$ cat src/design/utf8d_pkg.sv
package utf8d_pkg;

  // sequence lengths held in the pending length register
  localparam logic [2:0] SEQ_NONE = 3'd0;
  localparam logic [2:0] SEQ_LEN1 = 3'd1;
  localparam logic [2:0] SEQ_LEN2 = 3'd2;
  localparam logic [2:0] SEQ_LEN3 = 3'd3;
  localparam logic [2:0] SEQ_LEN4 = 3'd4;

  // code point limits
  localparam logic [20:0] MIN_LEN2  = 21'h000080;
  localparam logic [20:0] MIN_LEN3  = 21'h000800;
  localparam logic [20:0] MIN_LEN4  = 21'h010000;
  localparam logic [20:0] SURR_LO   = 21'h00D800;
  localparam logic [20:0] SURR_HI   = 21'h00DFFF;
  localparam logic [20:0] CP_MAX    = 21'h10FFFF;

  // byte class masks and patterns
  localparam logic [7:0] CONT_MASK  = 8'hC0;
  localparam logic [7:0] CONT_PAT   = 8'h80;
  localparam logic [7:0] LEAD2_MASK = 8'hE0;
  localparam logic [7:0] LEAD2_PAT  = 8'hC0;
  localparam logic [7:0] LEAD3_MASK = 8'hF0;
  localparam logic [7:0] LEAD3_PAT  = 8'hE0;
  localparam logic [7:0] LEAD4_MASK = 8'hF8;
  localparam logic [7:0] LEAD4_PAT  = 8'hF0;

  localparam int unsigned MAX_RES = 4;

  typedef struct packed {
    logic [7:0] data_byte;
    logic       end_of_text;
  } in_beat_t;

  typedef struct packed {
    logic [20:0] code_point;
    logic        well_formed;
    logic [2:0]  bytes_used;
    logic        last_in_run;
  } out_beat_t;

  // results caused by one input byte, slot 0 goes out first
  typedef struct packed {
    out_beat_t [MAX_RES-1:0] ent;
    logic [2:0]              count;
  } res_list_t;

endpackage

$ cat src/design/utf8_validating_decoder_top.sv
// utf8 validating decoder
// input channel: one beat per text byte, or an end-of-text beat that flushes
// a pending partial sequence. output channel: one beat per code point, with
// well_formed low for fallback bytes and last_in_run high on the final beat
// caused by an input beat. an input beat may cause zero to four output beats.
// an accepted byte waits in the input register, is decoded as it is consumed,
// and its results are registered in the result list that drives the output.
// one byte per cycle while each byte gives at most one result and the receiver
// is ready; a byte giving more results holds the input while the single-beat output port sends them.
// the input register takes one more beat while results wait on a stalled
// receiver; beyond that in_ready_o drops until the list drains.
// reset clears the pending sequence, the input register and the result list;
// held continuation bits are not cleared and are only read once written.
module utf8_validating_decoder_top import utf8d_pkg::*; (
  input  logic      clk_i,
  input  logic      rst_ni,
  input  logic      in_valid_i,
  output logic      in_ready_o,
  input  in_beat_t  in_data_i,
  output logic      out_valid_o,
  input  logic      out_ready_i,
  output out_beat_t out_data_o
);

  logic      in_valid_q, in_valid_d;
  in_beat_t  in_beat_q;
  logic      can_load, consume, accept_in;
  res_list_t list;

  assign consume    = in_valid_q && can_load;
  assign in_ready_o = !in_valid_q || consume;
  assign accept_in  = in_valid_i && in_ready_o;

  // input register
  always_comb begin
    in_valid_d = in_valid_q;
    priority if (accept_in) begin
      in_valid_d = 1'b1;
    end else if (consume) begin
      in_valid_d = 1'b0;
    end
  end

  always_ff @(posedge clk_i or negedge rst_ni) begin
    if (!rst_ni) begin
      in_valid_q <= 1'b0;
    end else begin
      in_valid_q <= in_valid_d;
    end
  end

  always_ff @(posedge clk_i) begin
    if (accept_in) begin
      in_beat_q <= in_data_i;
    end
  end

  // byte decode and sequence state
  utf8d_decode u_decode (
    .clk_i  (clk_i),
    .rst_ni (rst_ni),
    .fire_i (consume),
    .beat_i (in_beat_q),
    .list_o (list)
  );

  // result list, one beat out per cycle while the receiver is ready
  utf8d_serializer u_serializer (
    .clk_i       (clk_i),
    .rst_ni      (rst_ni),
    .load_i      (consume),
    .list_i      (list),
    .can_load_o  (can_load),
    .out_valid_o (out_valid_o),
    .out_ready_i (out_ready_i),
    .out_data_o  (out_data_o)
  );

endmodule

$ cat src/design/utf8d_decode.sv
module utf8d_decode import utf8d_pkg::*; (
  input  logic      clk_i,
  input  logic      rst_ni,
  input  logic      fire_i,
  input  in_beat_t  beat_i,
  output res_list_t list_o
);

  logic [7:0] lead_q, lead_d;
  logic [2:0] exp_len_q, exp_len_d;
  logic [1:0] held_q, held_d;
  logic [5:0] cont_q [2];
  logic [5:0] cont_d [2];

  logic [7:0]  b;
  logic        pending, is_cont, hold_cond, bad_val;
  logic        do_replay, do_fresh, do_fail_byte, do_valid, do_hold;
  logic [20:0] val, min_val;
  logic [2:0]  idx;
  res_list_t   list;

  assign b         = beat_i.data_byte;
  assign pending   = (exp_len_q != SEQ_NONE);
  assign is_cont   = ((b & CONT_MASK) == CONT_PAT);
  assign hold_cond = (({1'b0, held_q} + 3'd2) < exp_len_q) && (held_q < 2'd2);

  // assemble the completed value and its lower bound
  always_comb begin
    unique case (exp_len_q)
      SEQ_LEN2: begin
        val     = {10'd0, lead_q[4:0], b[5:0]};
        min_val = MIN_LEN2;
      end
      SEQ_LEN3: begin
        val     = {5'd0, lead_q[3:0], cont_q[0], b[5:0]};
        min_val = MIN_LEN3;
      end
      default: begin
        val     = {lead_q[2:0], cont_q[0], cont_q[1], b[5:0]};
        min_val = MIN_LEN4;
      end
    endcase
  end

  assign bad_val = (val < min_val) || ((val >= SURR_LO) && (val <= SURR_HI)) ||
                   (val > CP_MAX);

  // pick what this byte does
  always_comb begin
    do_replay    = 1'b0;
    do_fresh     = 1'b0;
    do_fail_byte = 1'b0;
    do_valid     = 1'b0;
    do_hold      = 1'b0;
    priority if (beat_i.end_of_text) begin
      do_replay = pending;
    end else if (!pending) begin
      do_fresh = 1'b1;
    end else if (!is_cont) begin
      do_replay = 1'b1;
      do_fresh  = 1'b1;
    end else if (hold_cond) begin
      do_hold = 1'b1;
    end else if (bad_val) begin
      do_replay    = 1'b1;
      do_fail_byte = 1'b1;
    end else begin
      do_valid = 1'b1;
    end
  end

  // build the result list and the next state
  always_comb begin
    list      = '0;
    idx       = 3'd0;
    lead_d    = lead_q;
    exp_len_d = exp_len_q;
    held_d    = held_q;
    cont_d    = cont_q;

    // replay lead and held continuation bytes as fallback bytes
    if (do_replay) begin
      list.ent[idx[1:0]] = '{code_point: {13'd0, lead_q}, well_formed: 1'b0,
                             bytes_used: SEQ_LEN1, last_in_run: 1'b0};
      idx = idx + 3'd1;
      if (held_q >= 2'd1) begin
        list.ent[idx[1:0]] = '{code_point: {13'd0, 2'b10, cont_q[0]}, well_formed: 1'b0,
                               bytes_used: SEQ_LEN1, last_in_run: 1'b0};
        idx = idx + 3'd1;
      end
      if (held_q >= 2'd2) begin
        list.ent[idx[1:0]] = '{code_point: {13'd0, 2'b10, cont_q[1]}, well_formed: 1'b0,
                               bytes_used: SEQ_LEN1, last_in_run: 1'b0};
        idx = idx + 3'd1;
      end
      exp_len_d = SEQ_NONE;
      held_d    = 2'd0;
    end

    // decode a byte with nothing pending, or the byte that broke a pending sequence
    if (do_fresh) begin
      if (!b[7]) begin
        list.ent[idx[1:0]] = '{code_point: {13'd0, b}, well_formed: 1'b1,
                               bytes_used: SEQ_LEN1, last_in_run: 1'b0};
        idx = idx + 3'd1;
      end else if ((b & LEAD2_MASK) == LEAD2_PAT) begin
        lead_d    = b;
        exp_len_d = SEQ_LEN2;
        held_d    = 2'd0;
      end else if ((b & LEAD3_MASK) == LEAD3_PAT) begin
        lead_d    = b;
        exp_len_d = SEQ_LEN3;
        held_d    = 2'd0;
      end else if ((b & LEAD4_MASK) == LEAD4_PAT) begin
        lead_d    = b;
        exp_len_d = SEQ_LEN4;
        held_d    = 2'd0;
      end else begin
        list.ent[idx[1:0]] = '{code_point: {13'd0, b}, well_formed: 1'b0,
                               bytes_used: SEQ_LEN1, last_in_run: 1'b0};
        idx = idx + 3'd1;
      end
    end

    // final continuation of a bad sequence
    if (do_fail_byte) begin
      list.ent[idx[1:0]] = '{code_point: {13'd0, b}, well_formed: 1'b0,
                             bytes_used: SEQ_LEN1, last_in_run: 1'b0};
      idx = idx + 3'd1;
    end

    // completed sequence
    if (do_valid) begin
      list.ent[idx[1:0]] = '{code_point: val, well_formed: 1'b1,
                             bytes_used: exp_len_q, last_in_run: 1'b0};
      idx       = idx + 3'd1;
      exp_len_d = SEQ_NONE;
      held_d    = 2'd0;
    end

    // hold a middle continuation byte
    if (do_hold) begin
      cont_d[held_q[0]] = b[5:0];
      held_d            = held_q + 2'd1;
    end

    // mark the last result of this beat
    if (idx != 3'd0) begin
      list.ent[idx[1:0] - 2'd1].last_in_run = 1'b1;
    end
    list.count = idx;
  end

  assign list_o = list;

  // pending sequence state
  always_ff @(posedge clk_i or negedge rst_ni) begin
    if (!rst_ni) begin
      lead_q    <= '0;
      exp_len_q <= SEQ_NONE;
      held_q    <= '0;
    end else if (fire_i) begin
      lead_q    <= lead_d;
      exp_len_q <= exp_len_d;
      held_q    <= held_d;
    end
  end

  // held continuation bits, no reset
  always_ff @(posedge clk_i) begin
    if (fire_i) begin
      cont_q <= cont_d;
    end
  end

endmodule

$ cat src/design/utf8d_serializer.sv
module utf8d_serializer import utf8d_pkg::*; (
  input  logic      clk_i,
  input  logic      rst_ni,
  input  logic      load_i,
  input  res_list_t list_i,
  output logic      can_load_o,
  output logic      out_valid_o,
  input  logic      out_ready_i,
  output out_beat_t out_data_o
);

  out_beat_t [MAX_RES-1:0] ent_q, ent_d;
  logic [2:0]              cnt_q, cnt_d;
  logic                    pop;

  assign out_valid_o = (cnt_q != 3'd0);
  assign out_data_o  = ent_q[0];
  assign pop         = out_valid_o && out_ready_i;
  assign can_load_o  = (cnt_q == 3'd0) || ((cnt_q == 3'd1) && out_ready_i);

  // load a new list or shift the head out
  always_comb begin
    ent_d = ent_q;
    cnt_d = cnt_q;
    priority if (load_i) begin
      ent_d = list_i.ent;
      cnt_d = list_i.count;
    end else if (pop) begin
      for (int i = 0; i < MAX_RES - 1; i++) begin
        ent_d[i] = ent_q[i+1];
      end
      cnt_d = cnt_q - 3'd1;
    end
  end

  always_ff @(posedge clk_i or negedge rst_ni) begin
    if (!rst_ni) begin
      cnt_q <= '0;
    end else begin
      cnt_q <= cnt_d;
    end
  end

  always_ff @(posedge clk_i) begin
    ent_q <= ent_d;
  end

endmodule

$ cat config.mk
export PLATFORM = sky130hd
export DESIGN_NAME = utf8_validating_decoder_top
export DESIGN_NICKNAME = d
export VERILOG_FILES = /design/src/design/utf8d_pkg.sv /design/src/design/utf8_validating_decoder_top.sv /design/src/design/utf8d_decode.sv /design/src/design/utf8d_serializer.sv
export SDC_FILE = /design/constraint.sdc
export NUM_CORES = 1
export LEC_CHECK = 0
export BUFFER_PORTS_ARGS = -buffer_cell sky130_fd_sc_hd__clkbuf_2
export CORE_UTILIZATION = 45
export DETAILED_ROUTE_END_ITERATION = 6
export PLACE_DENSITY_LB_ADDON = 0.12
export SYNTH_ARGS = -nofsm -noshare
export SYNTH_HDL_FRONTEND = slang
export SYNTH_HIERARCHICAL = 1
export SYNTH_SLANG_ARGS = --single-unit
$ cat constraint.sdc
create_clock -name clk_i -period 4.7 [get_ports clk_i]
set_input_delay 0.47 -clock clk_i [delete_from_list [all_inputs] [get_ports clk_i]]
set_output_delay 0.47 -clock clk_i [all_outputs]
set_load 0.05 [all_outputs]
Word level (Yosys, flattened, before mapping)

Cells that the tools add are included.

Add/sub/neg operators: 8
$lt $le $gt $ge: 20
Eq/ne operators: 7
Mux-type cells: 88
Bitwise logic cells: 1
Reductions and logical operators: 26

Operator list:

| operator               | number |
|---|---|
| $mux W104              | 10 |
| $bwmux W104            | 6 |
| $demux W26 S2          | 5 |
| $mux W78               | 2 |
| $mux W26               | 5 |
| $mux W3                | 19 |
| $pmux W21 S2           | 1 |
| $pmux W17 S2           | 1 |
| $mux W8                | 3 |
| $mux W1                | 23 |
| $ge A21 B16 Y1 const B | 1 |
| $gt A21 B21 Y1 const B | 1 |
| $le A21 B16 Y1 const B | 1 |
| $lt A21 B17 Y1         | 1 |
| $mux W2                | 9 |
| $lt A2 B3 Y1 const B   | 5 |
| $mux W13               | 1 |
| $add A3 B1 Y3 const B  | 4 |
| $bwmux W12             | 1 |
| $ge A2 B1 Y1 const B   | 6 |
| $logic_and A1 B1 Y1    | 12 |
| $reduce_bool A3 Y1     | 4 |
| $demux W6 S1           | 1 |
| $eq A3 B2 Y1 const B   | 2 |
| 21 further kinds       | 26 |

Register bits: 142
Bits of input ports: 13
Output and inout port bits: 28
Word-level logic and storage cells: 175

Longest topological paths before layout

Depth after elaboration: 33
Gate-level depth with buffers: 21

Modules after synthesis

Netlist, hierarchy kept.

By module, submodules not included:

| module                      | times used | cells each | area each (µm²) |
|---|---|---|---|
| utf8d_serializer            | 1          | 245        | 4581.9 |
| utf8d_decode                | 1          | 407        | 2964.1 |
| utf8_validating_decoder_top | 1          | 14         | 330.3 |

Least setup slack after synthesis

Ideal clock, no wire load.

Path kind: flip-flop to flip-flop
From: register u_decode.exp_len_q[1]
To: register u_serializer/ent_q[57] (netlist name), data pin
Arrival time: 4.820 ns
Data required time: 4.440 ns
Path slack: -0.381 ns
Stages on the path, launching flop included: 22
Path buffers: 2
Clock period less this slack: 5.081 ns
Cells stage by stage: dfrtp_1 > buf_2 > and4b_1 > a21oi_2 > inv_1 > ha_1 > nand4b_2 > nor4b_4 > o31ai_4 > nor2_1 > inv_1 > ha_1 > a21oi_1 > ha_1 > o21ai_0 > ha_1 > nand2_1 > or3_1 > buf_2 > o21ai_1 > o32ai_1 > mux2_4

RTL lines:

| item                   | line                   | RTL |
|---|---|---|
| from (decl)            | utf8d_decode.sv:10     | `logic [2:0] exp_len_q, exp_len_d;` |
| from (signal assigned) | utf8d_decode.sv:164    | `exp_len_q <= exp_len_d;` |
| to (signal assigned)   | utf8d_serializer.sv:45 | `ent_q <= ent_d;` |
| to (decl)              | utf8d_serializer.sv:12 | `out_beat_t [MAX_RES-1:0] ent_q, ent_d;` |

==> metrics.md <==
| Metric | Value |
|---|---|
| Status | complete, no violations |
| Final worst path period share | 0.963 |
| Async set-reset flop share out of synthesis | 0.120 |
| R2R depth | 17 |
| H-tree Lvls | 4 |
| RR Endpoint | u_serializer/ent_q[32] |
| Clk pwr share | 0.208 |
| HP Class | primary input to async pin |
| Number of global-route vias before repair | 5271 |
| Worst vdd ir | 0.000756 V |
| Placed Area | 8240 um^2 |
| Post-Syn Area per Cell | 11.8 um^2 |
| Post-Synth Adder-Cell Area | 0.0365 |
| CTS tree | yes |
| Worst hold margin | 0.0251 ns |
| Final core occ | 0.525 |
| Placer Congestion | 0.852 |
| Crit start category | register |
| Design area | 9030 um^2 |
| Synth Flop Type | edfxtp_1 |
| Initial core utilization | 0.459 |
| First-pass GRT wire length | 29.0 mm |
| Critical Path RT | 4.87 ns |
| Detailed Route Iter0 Violations | 445 |
| Syn nets | 702 |
| Post-synth top area share | 0.477 |
| Post-Syn Instances | 666 |
| Sequential share of power | 0.349 |
| Internal power | 4.30 mW |
| Root Buffer | clkbuf_16 |
| Final setup viols | 0 |
| Netlist Area Pre-Place | 7880 um^2 |
| Slew HR | 0.320 |
| Synth Area in XOR/XNOR | 0.00445 |
| P_leak | 3.67 nW |
| Max-cap violations | 0 |
| Finished Layout Cells | 939 |
| Die footprint | 18000 um^2 |
| FF-to-FF Start | u_decode/cont_q[11] |
| Post-synth EDFFs | 125 |
| Slowest cell on the critical path | a311o_2 |
| Pre-antenna DRT Iters | 5 |
| Crit path max fanout | 7 |
| Power density over the cells | 771 nW/um^2 |
| Antenna diodes | 0 |
| Die Ht | 134 um |
| Peak Freq | 221 MHz |
| Post-DR vias/cell | 5.60 |
| Worst-Margin Slew | 1.02 ns |
| Slew Limit Fails | 0 |
| # rows | 48 |
| NetSw | 2.66 mW |
| DRT Wirelength | 18.6 mm |
| Net total in the final layout | 737 |
| Ordered list of cells on the worst path | and4b_1 -> a21oi_2 -> inv_1 -> ha_1 -> o41a_1 -> nor4b_4 -> o311a_1 -> inv_2 -> ha_4 -> a21oi_4 -> ha_4 -> o21ai_2 -> inv_1 -> ha_1 -> a311o_2 -> mux2_1 -> mux2_2 |
| I/O pin total | 41 |
| Sequential-to-total area share from yosys stat | 0.531 |
| Power share of the combinational group | 0.443 |
| GRT Total Usage | 0.216 |
| R2R Setup Slk | 0.17 ns |
| Core Footprint | 17200 um^2 |
| Port Buffers | 40 |
| Main combinational cell family by area after synthesis | multiplexers |
| Post-synthesis mux area share | 0.148 |
| Worst Path Arrival | 4.69 ns |
| Crit end category | register |
| Hold Violations, Final | 0 |
| DP Cell Count | 899 |
| CTS Buffer Depth | 2 |
| Sw Share | 0.382 |
| Post-Synth Simple-Gate Area | 0.137 |
| Cell variety after synth | 64 |
| Num CTS Buffers | 17 |
| Clk_lat worst skew | 0.42 ns |
| Die width | 134 um |
| Worst Path Buf+Inv | 3 |
| ANT nets after route | 0 |
| Worst-path clk slew | 0.06 ns |
| Fin crit period | 4.53 ns |
| Hpwl dp | 12.9 mm |
| Max incr delay on CP | 0.49 ns |
| Area contributors post-synth | edfxtp_1, mux2_2, dfrtp_1 |
| WS Path Type | register to register |
| Fin Clk Skew | 0.00826 ns |
| Fraction of layout cells with a size suffix above 1 | 0.310 |
| Ys Warns | 6 |
| Vias | 5259 |
| Yosys top cell by area | edfxtp_1 |
| Yosys reg bits | 142 |
| Sinks on Clock Net | 142 |
| DR WL/cell | 19.8 um |
| Compound-Gate Fraction of Synth Area | 0.0837 |
| Initial antenna violation count | 0 |
| Synthesis-to-layout area growth | 14.6% |
| Pin count of the biggest net entering global routing | 79 |
| Gr ovfl total | 0 |
| Number of remaining DRC errors | 0 |
| Cell family with most CP delay | compound AO/OA/AOI/OAI gates |
## through the flow
step                setup TNS [ns]  power, mW  setup WS, ns
finish                           0       6.96         0.174
global route               -0.0394       7.32       -0.0305
CTS                              0       6.94        0.0276
detailed placement               0       5.48        0.0419
global placement                 0       5.41         0.222
floorplan                        0       4.90       0.00190
## power groups by stage
stage / Combinational [mW] / Sequential (mW) / Clock, mW
floorplan: 2.53 / 2.37 / 0
global placement: 2.98 / 2.44 / 0
detailed placement: 3.02 / 2.46 / 0
CTS: 3.03 / 2.43 / 1.47
global route: 3.32 / 2.49 / 1.52
finish: 3.08 / 2.43 / 1.45
## routing by layer
layer  vias up  global-route usage  part of all wire
met5         -                   0                 0
met4         0              0.0805             0.014
met3        16              0.0427             0.045
met2       163               0.351              0.49
met1      2614               0.287              0.46
li1       2466                   -                 -
## layout make-up
type                       instances  area [um^2]
fill                            1562         8150
sequential                       142         4180
multi-input combinational        442         3350
clock inverter                     9          156
clock buffer                      23          478
inverter                          22         86.3
timing repair buffer              76          488
tap                              225          282
## synth_stat cells (7+ instances only)
| cell type | n |
|---|---|
| inv_1 | 21 |
| buf_2 | 13 |
| nand2_1 | 59 |
| and3_1 | 11 |
| a21oi_1 | 20 |
| ha_1 | 23 |
| nor2_1 | 88 |
| nand3_1 | 18 |
| buf_4 | 26 |
| clkbuf_1 | 13 |
| edfxtp_1 | 125 |
| and2_1 | 7 |
| mux2_1 | 12 |
| mux2_2 | 56 |
| nand2b_1 | 7 |
| mux2i_1 | 7 |
| dfrtp_1 | 17 |
| o21ai_0 | 18 |
| mux2_4 | 22 |
## logic make-up after synthesis
kind of cell	after synthesis
simple gates	226
xor+xnor	4
compound gates	92
buf+inv	82
mux	97
fa+ha+maj	23
flops	142
## how the worst max path moves through the flow
stage / startpoint / to / slack [ns] / cells past startpoint
finish: u_decode/cont_q[11] / u_serializer/ent_q[32] / 0.17 / 17
detailed placement: u_decode/exp_len_q[2] / u_serializer/ent_q[32] / 0.04 / 17
floorplan: u_decode/exp_len_q[1] / u_serializer/ent_q[34] / 0.002 / 20
global placement: u_decode/exp_len_q[2] / u_serializer/ent_q[36] / 0.22 / 18
global route: u_decode/exp_len_q[2] / u_serializer/ent_q[32] / -0.03 / 17
CTS: u_decode/exp_len_q[2] / u_serializer/ent_q[32] / 0.03 / 17
## placed cells by master, fill, tap and decap left out, types with 4 or more instances in the layout
cell type   count
a21oi_1        19
a21oi_4         4
and2_1          6
and3_1         11
and4b_1         5
buf_4          34
bufinv_16       4
clkbuf_16      17
clkbuf_2       40
clkinvlp_4      4
dfrtp_1        15
edfxtp_1      125
ha_1           21
inv_1          19
mux2_1         12
mux2_2         56
mux2_4         22
mux2i_1         7
nand2_1        59
nand2b_1        7
nand3_1        17
nor2_1         85
nor2b_1         5
nor3_1          6
o21ai_0        15
o21ai_1         5
o32ai_1         6
xnor2_1         4
## sequential cells by signal, summed over array words and instances (netlist names)
signal,flops
u_serializer/ent_q,78
u_serializer/out_data_o,26
u_decode/cont_q,12
in_beat_q,9
u_decode/lead_q,8
u_decode/exp_len_q,3
u_serializer/cnt_q,3
u_decode/held_q,2
in_valid_q,1
## timing repair
| action | 4_1_cts | 5_1_grt |
|---|---|---|
| endpoints found under the setup margin | 0 | 47 |
| buffers inserted | 0 | 8 |
| gates resized for setup | 0 | 18 |
| hold buffers | 0 | 0 |
| hold endpoints to repair | 0 | 0 |
Power figures use the tool's default switching activity.
